==> src/lis_ram.sv <==
// generic simple dual port ram with registered read
`timescale 1ns / 1ps

module lis_ram #(
  parameter int unsigned Width = 8,
  parameter int unsigned Depth = 16
) (
  input  logic                     clk_i,
  input  logic                     we_i,
  input  logic [$clog2(Depth)-1:0] waddr_i,
  input  logic [Width-1:0]         wdata_i,
  input  logic                     re_i,
  input  logic [$clog2(Depth)-1:0] raddr_i,
  output logic [Width-1:0]         rdata_o
);

  logic [Width-1:0] mem_q [Depth];
  logic [Width-1:0] rdata_q;

  // write port
  always_ff @(posedge clk_i) begin
    if (we_i) begin
      mem_q[waddr_i] <= wdata_i;
    end
  end

  // registered read port
  always_ff @(posedge clk_i) begin
    if (re_i) begin
      rdata_q <= mem_q[raddr_i];
    end
  end

  assign rdata_o = rdata_q;

endmodule

==> config.mk <==
export PLATFORM = sky130hd
export DESIGN_NAME = lis_ram
export DESIGN_NICKNAME = d
export VERILOG_FILES = /design/src/lis_ram.sv
export SDC_FILE = /design/constraint.sdc
export NUM_CORES = 1
export LEC_CHECK = 0
export ABC_AREA = 1
export BUFFER_PORTS_ARGS = -buffer_cell sky130_fd_sc_hd__clkbuf_2
export CAP_MARGIN = 20
export CORE_ASPECT_RATIO = 0.8
export CORE_MARGIN = 5
export CORE_UTILIZATION = 32
export DETAILED_ROUTE_END_ITERATION = 8
export GPL_TIMING_DRIVEN = 0
export PLACE_DENSITY = 0.47
export SLEW_MARGIN = 40
export SYNTH_ARGS = -nofsm -noshare
export SYNTH_HDL_FRONTEND = slang
export SYNTH_SLANG_ARGS = --single-unit
==> constraint.sdc <==
create_clock -name clk_i -period 3.5 [get_ports clk_i]
set_input_delay 0.525 -clock clk_i [delete_from_list [all_inputs] [get_ports clk_i]]
set_output_delay 0.525 -clock clk_i [all_outputs]
set_load 0.005 [all_outputs]
Word level (Yosys, flattened, before mapping)
Memory sizes are Yosys's and may differ from the RTL's. A register that Yosys moved wholly into a read port is not among the register bits.
Index checks and enable logic that the tools add are counted.
{"block": "totals", "inputBits": 19, "elab_cells": 3, "reg_bits": 0, "out_inout_bits": 8, "mem_count": 1, "ramBits": 128}
{"block": "op_classes", "mux": 2}
{"memory": "mem_q", "depth": 16, "word_bits": 8, "read_ports": 1, "rd_clocked_by_memory_dff": 1, "wr": 1, "line": "17", "text": "logic [Width-1:0] mem_q [Depth];"}
{"op": "2-to-1 mux 1 bit", "n": 2}

Logic depth before layout (Yosys ltp)
{"block": "logic_depth", "ltp_word": 2, "mapped_depth": 8}

Worst setup path before layout
OpenSTA, ideal clock, no wires.
{"block": "synth_timing", "path_type": "in2reg", "from": "input waddr_i[2]", "to": "memory mem_q[10][0], enable pin", "path_stages": 2, "t_required_ns": 3.130, "setup_time_ns": 0.370, "arrival_ns": 1.106, "n_path_buf": 0, "setup_slack_ns": 2.024, "path_cell_list": "nand3b_1 > nor2_1"}
{"element": "from (decl)", "line": "10", "text": "input logic [$clog2(Depth)-1:0] waddr_i,"}
{"element": "to (decl)", "line": "17"}
No word-level cell before the write port.

==> impl_metrics.csv <==
group,metric,value,unit
routing,viasPerCell,4.608,
place,pre_cts_slack,1.524,ns
clocking,insertion_delay,0.41,ns
finish,nets,612,
synthesis,synth.net_count,570,
worst_setup_path,cp_top_family,"buffers and inverters",
finish,fillers,1771,
clocking,ctsHoldBuffers,0,
synthesis,ys_types,11,
finish,diodes,0,
synthesis,yosys.area.top_type,"edfxtp_1",
clocking,htreeDepth,4,
clocking,cts_buffers,17,
sta,maxSlewHeadroom,47.48,%
worst_setup_path,cp-end-kind,"flip-flop",
worst_setup_path,max_stage_delay,0.32,ns
synthesis,synth_seq_cells,136,
sta,setup_viol,0,
sta,hold_viol_final,0,
worst_setup_path,cp-start-kind,"input port",
worst_setup_path,path_cells,"clkbuf_2 > inv_2 > buf_2 > nand2_1 > nand3_1 > nand3_1 > nand3_1 > nand2_1",
floorplan,die_h,130.9,um
place,place_congestion,0.8078,
worst_setup_path,cp_max_fo,10,
clocking,cts_tree,"done",
routing,drc_errors,0,
worst_hold_path,hold_class,"input port to flip-flop",
floorplan,core_area,18060,um^2
sta,rsz0062_at_grt,"false",
routing,wl_per_cell,18.56,um
global_routing,grt_pass1_wl,23710,um
sta,finClkSkew,0.006766,ns
floorplan,io_pins,27,
floorplan,fp-row-count,44,
global_routing,antenna_found_initial,0,
sta,tns,0,ns
floorplan,start_util,32.38,%
finish,final_cell_area,6864,um^2
worst_setup_path,worstPathArrival,1.69,ns
finish,postLayoutCoreUtil,38.01,%
global_routing,grtUsageTotal,15.71,%
synthesis,netlist_top_cells_area,"edfxtp_1 70%, nand2_1 11%, nand3_1 8.3%",
finish,stdcell_count,835,
clocking,root_buffer,"clkbuf_16",
finish,multi_input_area,1239,um^2
global_routing,grt_overflow,0,
finish,seq_area,4084,um^2
place,placed_cell_area,6267,um^2
finish,layout-drive-gt1-share,13.88,%
worst_setup_path,crit_type,"input port to flip-flop",
routing,num_vias,3848,
clocking,path_clk_slew,0.06,ns
sta,worst_slack,1.953,ns
place,hpwl,10330,um
flow_run,cap_viol_max_count,0,
synthesis,synth_area,5847,um^2
synthesis,syn_inst,551,
sta,max_freq,646.4,MHz
worst_setup_path,cp_slowest_cell,"buf_2",
place,dpl.cell_count,804,
routing,dr.pass1.iters,5,
global_routing,grt_start_max_net_pins,17,
floorplan,fp.dieW,161.1,um
synthesis,synth_area_per_cell,10.61,um^2
synthesis,ys_seq_area_share,69.85,%
global_routing,grt_pass1_vias,3805,
sta,period_share,44.20,%
worst_setup_path,crit_buf_inv,3,
routing,first_iter_violations,349,
power,leakagePower,2.922,nW
power,irDropWorstVdd,325.0,uV
synthesis,yosysWarnings,0,
run_status,status,"completed",
worst_setup_path,cp.required,3.65,ns
clocking,cts_resized,0,
power,cellPowerDensity,567.9,nW/um^2
sta,report.final.slew_viol_count,0,
clocking,clock_path_buffers,2,
sta,layout_min_cycle_time,1.547,ns
clocking,cts_setup_buffers,0,
floorplan,die_area,21090,um^2
synthesis,netlist.area_leader.share,69.85,%
routing,wl,15500,um
place,portBuffers,23,
worst_setup_path,path_common_cell,"nand3_1",
sta,worst_pin_slew,0.7849,ns
clocking,clock_sinks,136,
routing,final_antenna_net_count,0,
finish,synthToLayoutAreaGrowth,17.40,%
-- cells by family (layout without fill, tap and decap cells) --
logic type / Yosys count / after routing / synth area share (%)
buf+inv: 126 / 180 / 9.394
simple gates: 289 / 289 / 20.76
flops: 136 / 136 / 69.85
-- final cells by class --
type,count,area share (%)
plain buffers,24,2.424
clock buffers,18,6.252
clock inverters,13,2.333
inverters,102,5.578
multi-input cells,289,18.05
flip-flops and latches,136,59.50
well taps,230,4.192
repair buffers,23,1.677
-- path summary, 6_finish.rpt --
path	start	end	slack, ns	cells after the start
worst max-delay path	raddr_i[0]	rdata_o[4]	1.95	8
worst min register to register	mem_q[4][6]	rdata_o[6]	0.77	6
worst max register to register	mem_q[10][5]	rdata_o[5]	2.30	6
worst min-delay path	re_i	rdata_o[6]	0.51	1
-- synth_stat cells --
cell      number
buf_1          1
nand3b_1       2
buf_6          6
inv_1        100
inv_2          2
nand2_1      173
buf_4          4
nor2_1        17
edfxtp_1     136
nand3_1       97
buf_2         13
-- per-stage QoR --
step / hold slack (ns) / power (W)
floorplan: 0.6239 / 0.002006
global placement: 0.7641 / 0.002120
detailed placement: 0.7545 / 0.002125
CTS: 0.5214 / 0.003927
global route: 0.5152 / 0.004041
finish: 0.5084 / 0.003898
-- cells in the final DEF, fill, tap and decap left out --
cell / instances
buf_1: 1
buf_2: 13
buf_4: 4
buf_6: 6
bufinv_16: 4
clkbuf_1: 1
clkbuf_16: 17
clkbuf_2: 23
clkinv_1: 4
clkinv_2: 5
edfxtp_1: 136
inv_1: 100
inv_2: 2
nand2_1: 173
nand3_1: 97
nand3b_1: 2
nor2_1: 7
nor2_2: 10
-- registers in the layout, summed over array words and instances, names as in the netlist --
| name | count |
|---|---|
| mem_q | 128 |
| rdata_o | 8 |
-- report_power, final --
| group | switching, W | internal, W | leakage (nW) |
|---|---|---|---|
| clock network | 0.000638 | 0.00117 | 0.293 |
| logic | 0.000178 | 0.0000684 | 1.39 |
| registers | 0.00000834 | 0.00184 | 1.24 |
-- metal layers --
metal | vias to the layer above | wire, um | share of wire [%] | track usage, %
met5 | - | 0 | 0 | 0
met3 | 10 | 1158 | 7.5 | 4.704
met2 | 112 | 6661 | 43 | 23.29
met1 | 1863 | 7480 | 48 | 22.51
met4 | 0 | 201 | 1.3 | 4.514
li1 | 1863 | - | - | -
-- worst register-to-register path: stages, from the launching register on --
cell and delay [ns]:
edfxtp_1 0.36, inv_1 0.07, nand2_1 0.05, nand3_1 0.13, nand3_1 0.12, nand3_1 0.15
nand2_1 0.09
Note: power is estimated with default switching activity, not from simulation.
