### src/lis_pkg.sv
// shared constants, types and state codes for the longest increasing subsequence unit
`timescale 1ns / 1ps

package lis_pkg;

  // capacity of the value store
  localparam int unsigned MaxLen  = 1024;
  localparam int unsigned AddrW   = $clog2(MaxLen);
  localparam int unsigned CntW    = $clog2(MaxLen + 1);
  localparam int unsigned LenW    = CntW;
  localparam int unsigned ValueW  = 32;
  localparam int unsigned OutLenW = 11;
  localparam int unsigned EntryW  = LenW + ValueW;

  typedef enum logic [2:0] {
    ST_IDLE,
    ST_SCAN,
    ST_DRAIN,
    ST_WRITE,
    ST_EMIT
  } lis_state_e;

  // control of the shared compare/max unit
  typedef struct packed {
    logic start;
    logic step;
  } scan_ctrl_t;

endpackage

### src/lis_scan.sv
// shared compare and max unit that builds the ending length of one value
`timescale 1ns / 1ps

module lis_scan import lis_pkg::*; (
  input  logic                     clk_i,
  input  logic                     rst_ni,
  input  scan_ctrl_t               ctrl_i,
  input  logic signed [ValueW-1:0] value_i,
  input  logic signed [ValueW-1:0] rd_value_i,
  input  logic        [LenW-1:0]   rd_len_i,
  output logic        [LenW-1:0]   len_o
);

  logic [LenW-1:0] len_q, len_d;
  logic [LenW-1:0] cand;

  // candidate from one earlier entry, taken when it is smaller and longer
  always_comb begin
    cand  = rd_len_i + LenW'(1);
    len_d = len_q;
    if (ctrl_i.start) begin
      len_d = LenW'(1);
    end else if (ctrl_i.step && (rd_value_i < value_i) && (cand > len_q)) begin
      len_d = cand;
    end
  end

  always_ff @(posedge clk_i or negedge rst_ni) begin
    if (!rst_ni) begin
      len_q <= LenW'(1);
    end else begin
      len_q <= len_d;
    end
  end

  assign len_o = len_q;

endmodule

### config.mk
export PLATFORM = sky130hd
export DESIGN_NAME = lis_scan
export DESIGN_NICKNAME = d
export VERILOG_FILES = /design/src/lis_pkg.sv /design/src/lis_scan.sv
export SDC_FILE = /design/constraint.sdc
export NUM_CORES = 1
export LEC_CHECK = 0
export BUFFER_PORTS_ARGS = -buffer_cell sky130_fd_sc_hd__buf_2
export CAP_MARGIN = 5
export CORE_MARGIN = 2
export CORE_UTILIZATION = 46
export DETAILED_ROUTE_END_ITERATION = 7
export PLACE_DENSITY = 0.81
export SYNTH_ARGS = -nofsm -noshare
export SYNTH_HDL_FRONTEND = slang
export SYNTH_SLANG_ARGS = --single-unit
### constraint.sdc
create_clock -name clk_i -period 2.4 [get_ports clk_i]
set_clock_uncertainty 0.05 [all_clocks]
set_input_delay 0.36 -clock clk_i [delete_from_list [all_inputs] [get_ports clk_i]]
set_output_delay 0.36 -clock clk_i [all_outputs]
set_load 0.1 [all_outputs]
## Word-level counts from Yosys, hierarchy flattened

Cells that the tools add are included.

| operators by class | value |
|---|---|
| add/subtract/negate cells | 1 |
| $lt $le $gt $ge | 2 |
| multiplexer cells | 2 |
| reduce and logical (&&, ||, !) cells | 3 |

Operator list:

| operator | number |
|---|---|
| $lt 32x32->1 | 1 |
| $mux 11 | 2 |
| $add 11x1->11 const B | 1 |
| $gt 11x11->1 | 1 |
| $logic_and 1x1->1 | 2 |
| $reduce_bool 2->1 | 1 |

| word-level totals | value |
|---|---|
| register bits after elaboration | 11 |
| input bits | 79 |
| output and inout port bits | 11 |
| logic and storage cells | 9 |

## Depth between registers and ports, before layout

| logic depth | value |
|---|---|
| depth after elaboration | 5 |
| gate-level depth with buffers | 13 |
| mapped depth without buffers | 13 |

## Worst setup path before layout

OpenSTA, ideal clock, no wires.

| timing | value |
|---|---|
| path kind | flip-flop to flip-flop |
| start point | register len_q[1] (netlist: len_o[1]) |
| end point | register len_q[7] (netlist: len_o[7]) |
| setup time | 120 ps |
| arrival time | 2429 ps |
| data required time | 2230 ps |
| slack | -199 ps |
| stages on the path, launching flop included | 10 |
| buffers on the path | 0 |
| period minus slack after synthesis | 2599 ps |
| cells stage by stage | dfrtp_1 inv_1 ha_1 nor2b_1 o21a_1 o21bai_1 a21oi_1 o211a_1 and3_4 a31o_1 |

| on the way | value |
|---|---|
| cells in the longest elaborated chain, start to end | 3 |

Ends and longest elaborated chain:

| what | line | source |
|---|---|---|
| from (decl) | lis_scan.sv:14 | `logic [LenW-1:0] len_q, len_d;` |
| from (signal assigned) | lis_scan.sv:30 | `len_q <= LenW'(1);` |
| from (signal assigned) | lis_scan.sv:32 | `len_q <= len_d;` |
| $gt 11x11->1 | lis_scan.sv:23 | `end else if (ctrl_i.step && (rd_value_i < value_i) && (cand > len_q)) begin` |
| $logic_and 1x1->1 | lis_scan.sv:23 |  |
| $reduce_bool 2->1 (no line) | - |  |

No other way between the ends.
A chain may end at the register's enable or synchronous reset.

## Worst setup path in the final report

| timing | value |
|---|---|
| start point | input port rd_len_i[1] |
| end point | register len_q[9] (netlist: len_o[9]) |

| on the way | value |
|---|---|
| cells in the longest elaborated chain, start to end | 4 |
| elaborated cells between the ends (all ways) | 6 |
| classes of those cells | add/sub (1); order compare (1); mux (2); reduce/logical (2) |

Ends and longest elaborated chain:

| what | line | source |
|---|---|---|
| from (decl) | lis_scan.sv:10 | `input logic [LenW-1:0] rd_len_i,` |
| $add 11x1->11 (*) | lis_scan.sv:19 | `cand = rd_len_i + LenW'(1);` |
| $gt 11x11->1 | lis_scan.sv:23 |  |
| $logic_and 1x1->1 | lis_scan.sv:23 |  |
| $reduce_bool 2->1 (no line) | - |  |

Every way passes the cells marked *; elsewhere a longest branch is shown, timed or not. The select of a mux whose other input is x is not followed.

==> results_dict.tcl <==
set metrics [dict create \
    wl_met2_mm 2.537 \
    grt_max_degree 18 \
    power_mw 0.9309 \
    synthToLayoutAreaGrowth_pct 47.93 \
    clock-sinks 11 \
    cpMostUsedCell "nand3_4" \
    row_count 22 \
    die_h_um 65.67 \
    via_count 1964 \
    root_buffer "clkbuf_8" \
    routed_wl_mm 4.732 \
    dieArea_um2 4312 \
    synth_async_sr_flop_share_pct 100.0 \
    fin_crit_sh_pct 102.7 \
    syn_inst 217 \
    hp-start "rd_len_i[10]" \
    cts_tree "built" \
    path_cells "buf_8, ha_4, nand3_4, inv_2, nand3_4, nor3_4, xor2_1, ha_1, nand4_1, buf_4, a21oi_4, o211a_4, and3_4, a31o_1" \
    port_buffers 89 \
    clk_pin_slew_worst_paths_ns 0.06 \
    core_um2 3661 \
    drc 0 \
    status "finished with violations" \
    start_kind "primary input" \
    grt_pass1_vias 1863 \
    final_nets 453 \
    drive_above_1_share_pct 42.73 \
    grt_pass1_wl_mm 7.279 \
    wl_per_cell_um 12.52 \
    peakVddDrop_uv 157.5 \
    reg2regPathDepth 9 \
    r2r-start "len_o[1]" \
    synthesis.nets 339 \
    min_to "len_o[10]" \
    relSlewSlack_pct 67.68 \
    crit_fanout 5 \
    fp.dieW_um 65.67 \
    gp_congestion 0.8382 \
    clockBufferDepth 2 \
    antennaDiodeCount 0 \
    finalHoldViolCount 0 \
    dp_hpwl_mm 3.756 \
    synth-seq-area-share_pct 15.81 \
    htree_num_levels 1 \
    initial_core_util_pct 47.78 \
    viasPerCell 5.196 \
    synth_edf_count 0 \
    drt_iter0_drc 95 \
    ios 90 \
    rsz0062_at_grt "yes" \
    power_leakage_nw 1.461 \
    violations "negative setup slack" \
    drt-met1-wl_mm 1.836 \
    max_cap_violations 0 \
    min_path_type "in2reg" \
    finalMaxSlewViolations 0 \
    critPathMaxStageDelay_ns 0.30 \
    critical_path_class "in2reg" \
    cp_data_required_time_ns 2.49 \
    firstDrtPassIters 4 \
    tightest_slew_ns 0.4819 \
    ys_seq_elements 11 \
    antenna_found_initial 0 \
    hold_depth 4 \
    wl_met3_um 278 \
    grt_usage_pct 21.52 \
    fin_tns_setup_ns -0.4572 \
    grt_remaining_overflow 0 \
    endpoint_kind "flop" \
    largest_reg_flops 11 \
    power_density_nw_per_um2 359.8 \
    syn-mean-instance-area_um2 8.061 \
    cts_made_buffers 3 \
    synth_cell_types 40 \
    dp_slack_ns -0.2706 \
    stdcell_count 378 \
    dp_cells 368 \
    fin_ws_ns -0.06444 \
    clk_latency_ns 0.25 \
    finalSetupViolCount 11 \
    worstPathArrival_ns 2.55 \
    syn_area_um2 1749 \
    yosysWarnings 0 \
    ant_nets 0 \
    period_minus_slack_ns 2.464 \
    clock.fmax_mhz 405.8 \
    regToRegEndpoint "len_o[9]" \
    crit_slowest_cell "ha_1" \
    highest_layer "met4" \
    n_fill_cell 301 \
    ys.flop_type "dfrtp_1" \
    reg2reg_setup_slack_ns 0.22 \
]
-- synth_stat cells, types with 2 or more instances --
cell type / count / area share (%)
ha_1: 43 / 31
inv_1: 43 / 9.2
nand2_1: 26 / 5.6
a21oi_1: 14 / 4.0
dfrtp_1: 10 / 14
mux2i_1: 8 / 4.6
nand3_1: 7 / 2.0
nor2_1: 7 / 1.5
nand4_1: 6 / 2.1
a21o_1: 5 / 2.1
o21ai_0: 5 / 1.4
xnor2_1: 5 / 2.5
xor2_1: 4 / 2.0
a311oi_1: 3 / 1.5
a31o_1: 3 / 1.5
nor2b_1: 2 / 0.72
o211ai_1: 2 / 0.86
o21a_1: 2 / 0.86
-- metal layers --
metal / track usage, % / up-vias
met5: 0 / -
met4: 8.594 / 0
met3: 1.370 / 9
met2: 42.55 / 76
met1: 23.24 / 901
li1: - / 978
-- worst max path at each step --
stage	cells past startpoint	end	slack, ns	startpoint
after floorplan	7	len_o[7]	0.02	len_o[8]
after global placement	14	len_o[9]	-0.20	rd_len_i[0]
after detailed placement	13	len_o[0]	-0.27	rd_len_i[0]
after CTS	13	len_o[9]	-0.002	rd_len_i[0]
after global routing	14	len_o[7]	-0.14	rd_len_i[1]
final	14	len_o[9]	-0.06	rd_len_i[1]
-- worst max-delay path, delay by kind of cell --
family                     cells  cell delay, ns
buffers and inverters          3            0.30
and+or+nand+nor                5            0.70
xor gates and xnor gates       1            0.22
adders and majority gates      2            0.45
AOI/OAI and AO/OA              3            0.51
-- kinds of logic (layout without fill, tap and decap cells) --
group / count (synthesis) / in the layout / synth area share (%)
adder cells (fa/ha/maj): 43 / 43 / 30.76
XOR/XNOR: 9 / 9 / 4.506
AND/OR/NAND/NOR: 58 / 58 / 17.38
AO/OA/AOI/OAI: 42 / 42 / 16.67
buffers and inverters: 46 / 159 / 10.30
multiplexers: 8 / 8 / 4.578
flip-flops: 11 / 11 / 15.81
-- per-stage QoR --
stage	hold WS (ns)	cell area, um^2	utilization (%)
6_report	0.4170	2587	70.68
5_1_grt	0.4180	2587	70.68
4_1_cts	0.4043	2475	67.60
3_5_place_dp	0.2013	2410	65.82
3_3_place_gp	0.1966	2410	65.82
2_1_floorplan	0.01441	1799	-
-- area by class of cell --
type	instances	area, um^2	share of cell area (%)
Inverter	44	165.2	6.383
Clock buffer	4	45.04	1.741
Multi-Input combinational cell	160	1400	54.11
Sequential cell	11	284.0	10.98
Tap cell	48	60.06	2.321
Timing Repair Buffer	111	633.1	24.47
-- power breakdown --
| group | total, mW | internal, mW | switching [mW] |
|---|---|---|---|
| sequential | 0.214 | 0.203 | 0.0116 |
| clock | 0.199 | 0.118 | 0.0814 |
| combinational | 0.518 | 0.214 | 0.304 |
-- cells in the final DEF, fill, tap and decap left out, types with 3 or more instances in the layout --
cell and instances:
nand4_1 6, dfrtp_2 6, xor2_1 4, xnor2_1 4, a21oi_1 13, buf_4 21, mux2i_1 7, buf_2 87
nand3_1 5, dfrtp_1 4, nand3_4 3, clkbuf_8 3, nor2_1 5, a31o_1 3, a311oi_1 3, nand2_1 26
a21o_1 5, ha_1 41, o21ai_0 4, inv_1 42
-- timing repair --
| action | in CTS | in global routing |
|---|---|---|
| endpoints found under the setup margin | 11 | 11 |
| endpoints found under the hold margin | 10 | 0 |
| gates resized for setup | 2 | 16 |
| buffers inserted | 0 | 5 |
| pin swaps | 3 | 13 |
| gates cloned | 0 | 0 |
| hold buffers | 1 | 0 |
Power figures use the tool's default switching activity.
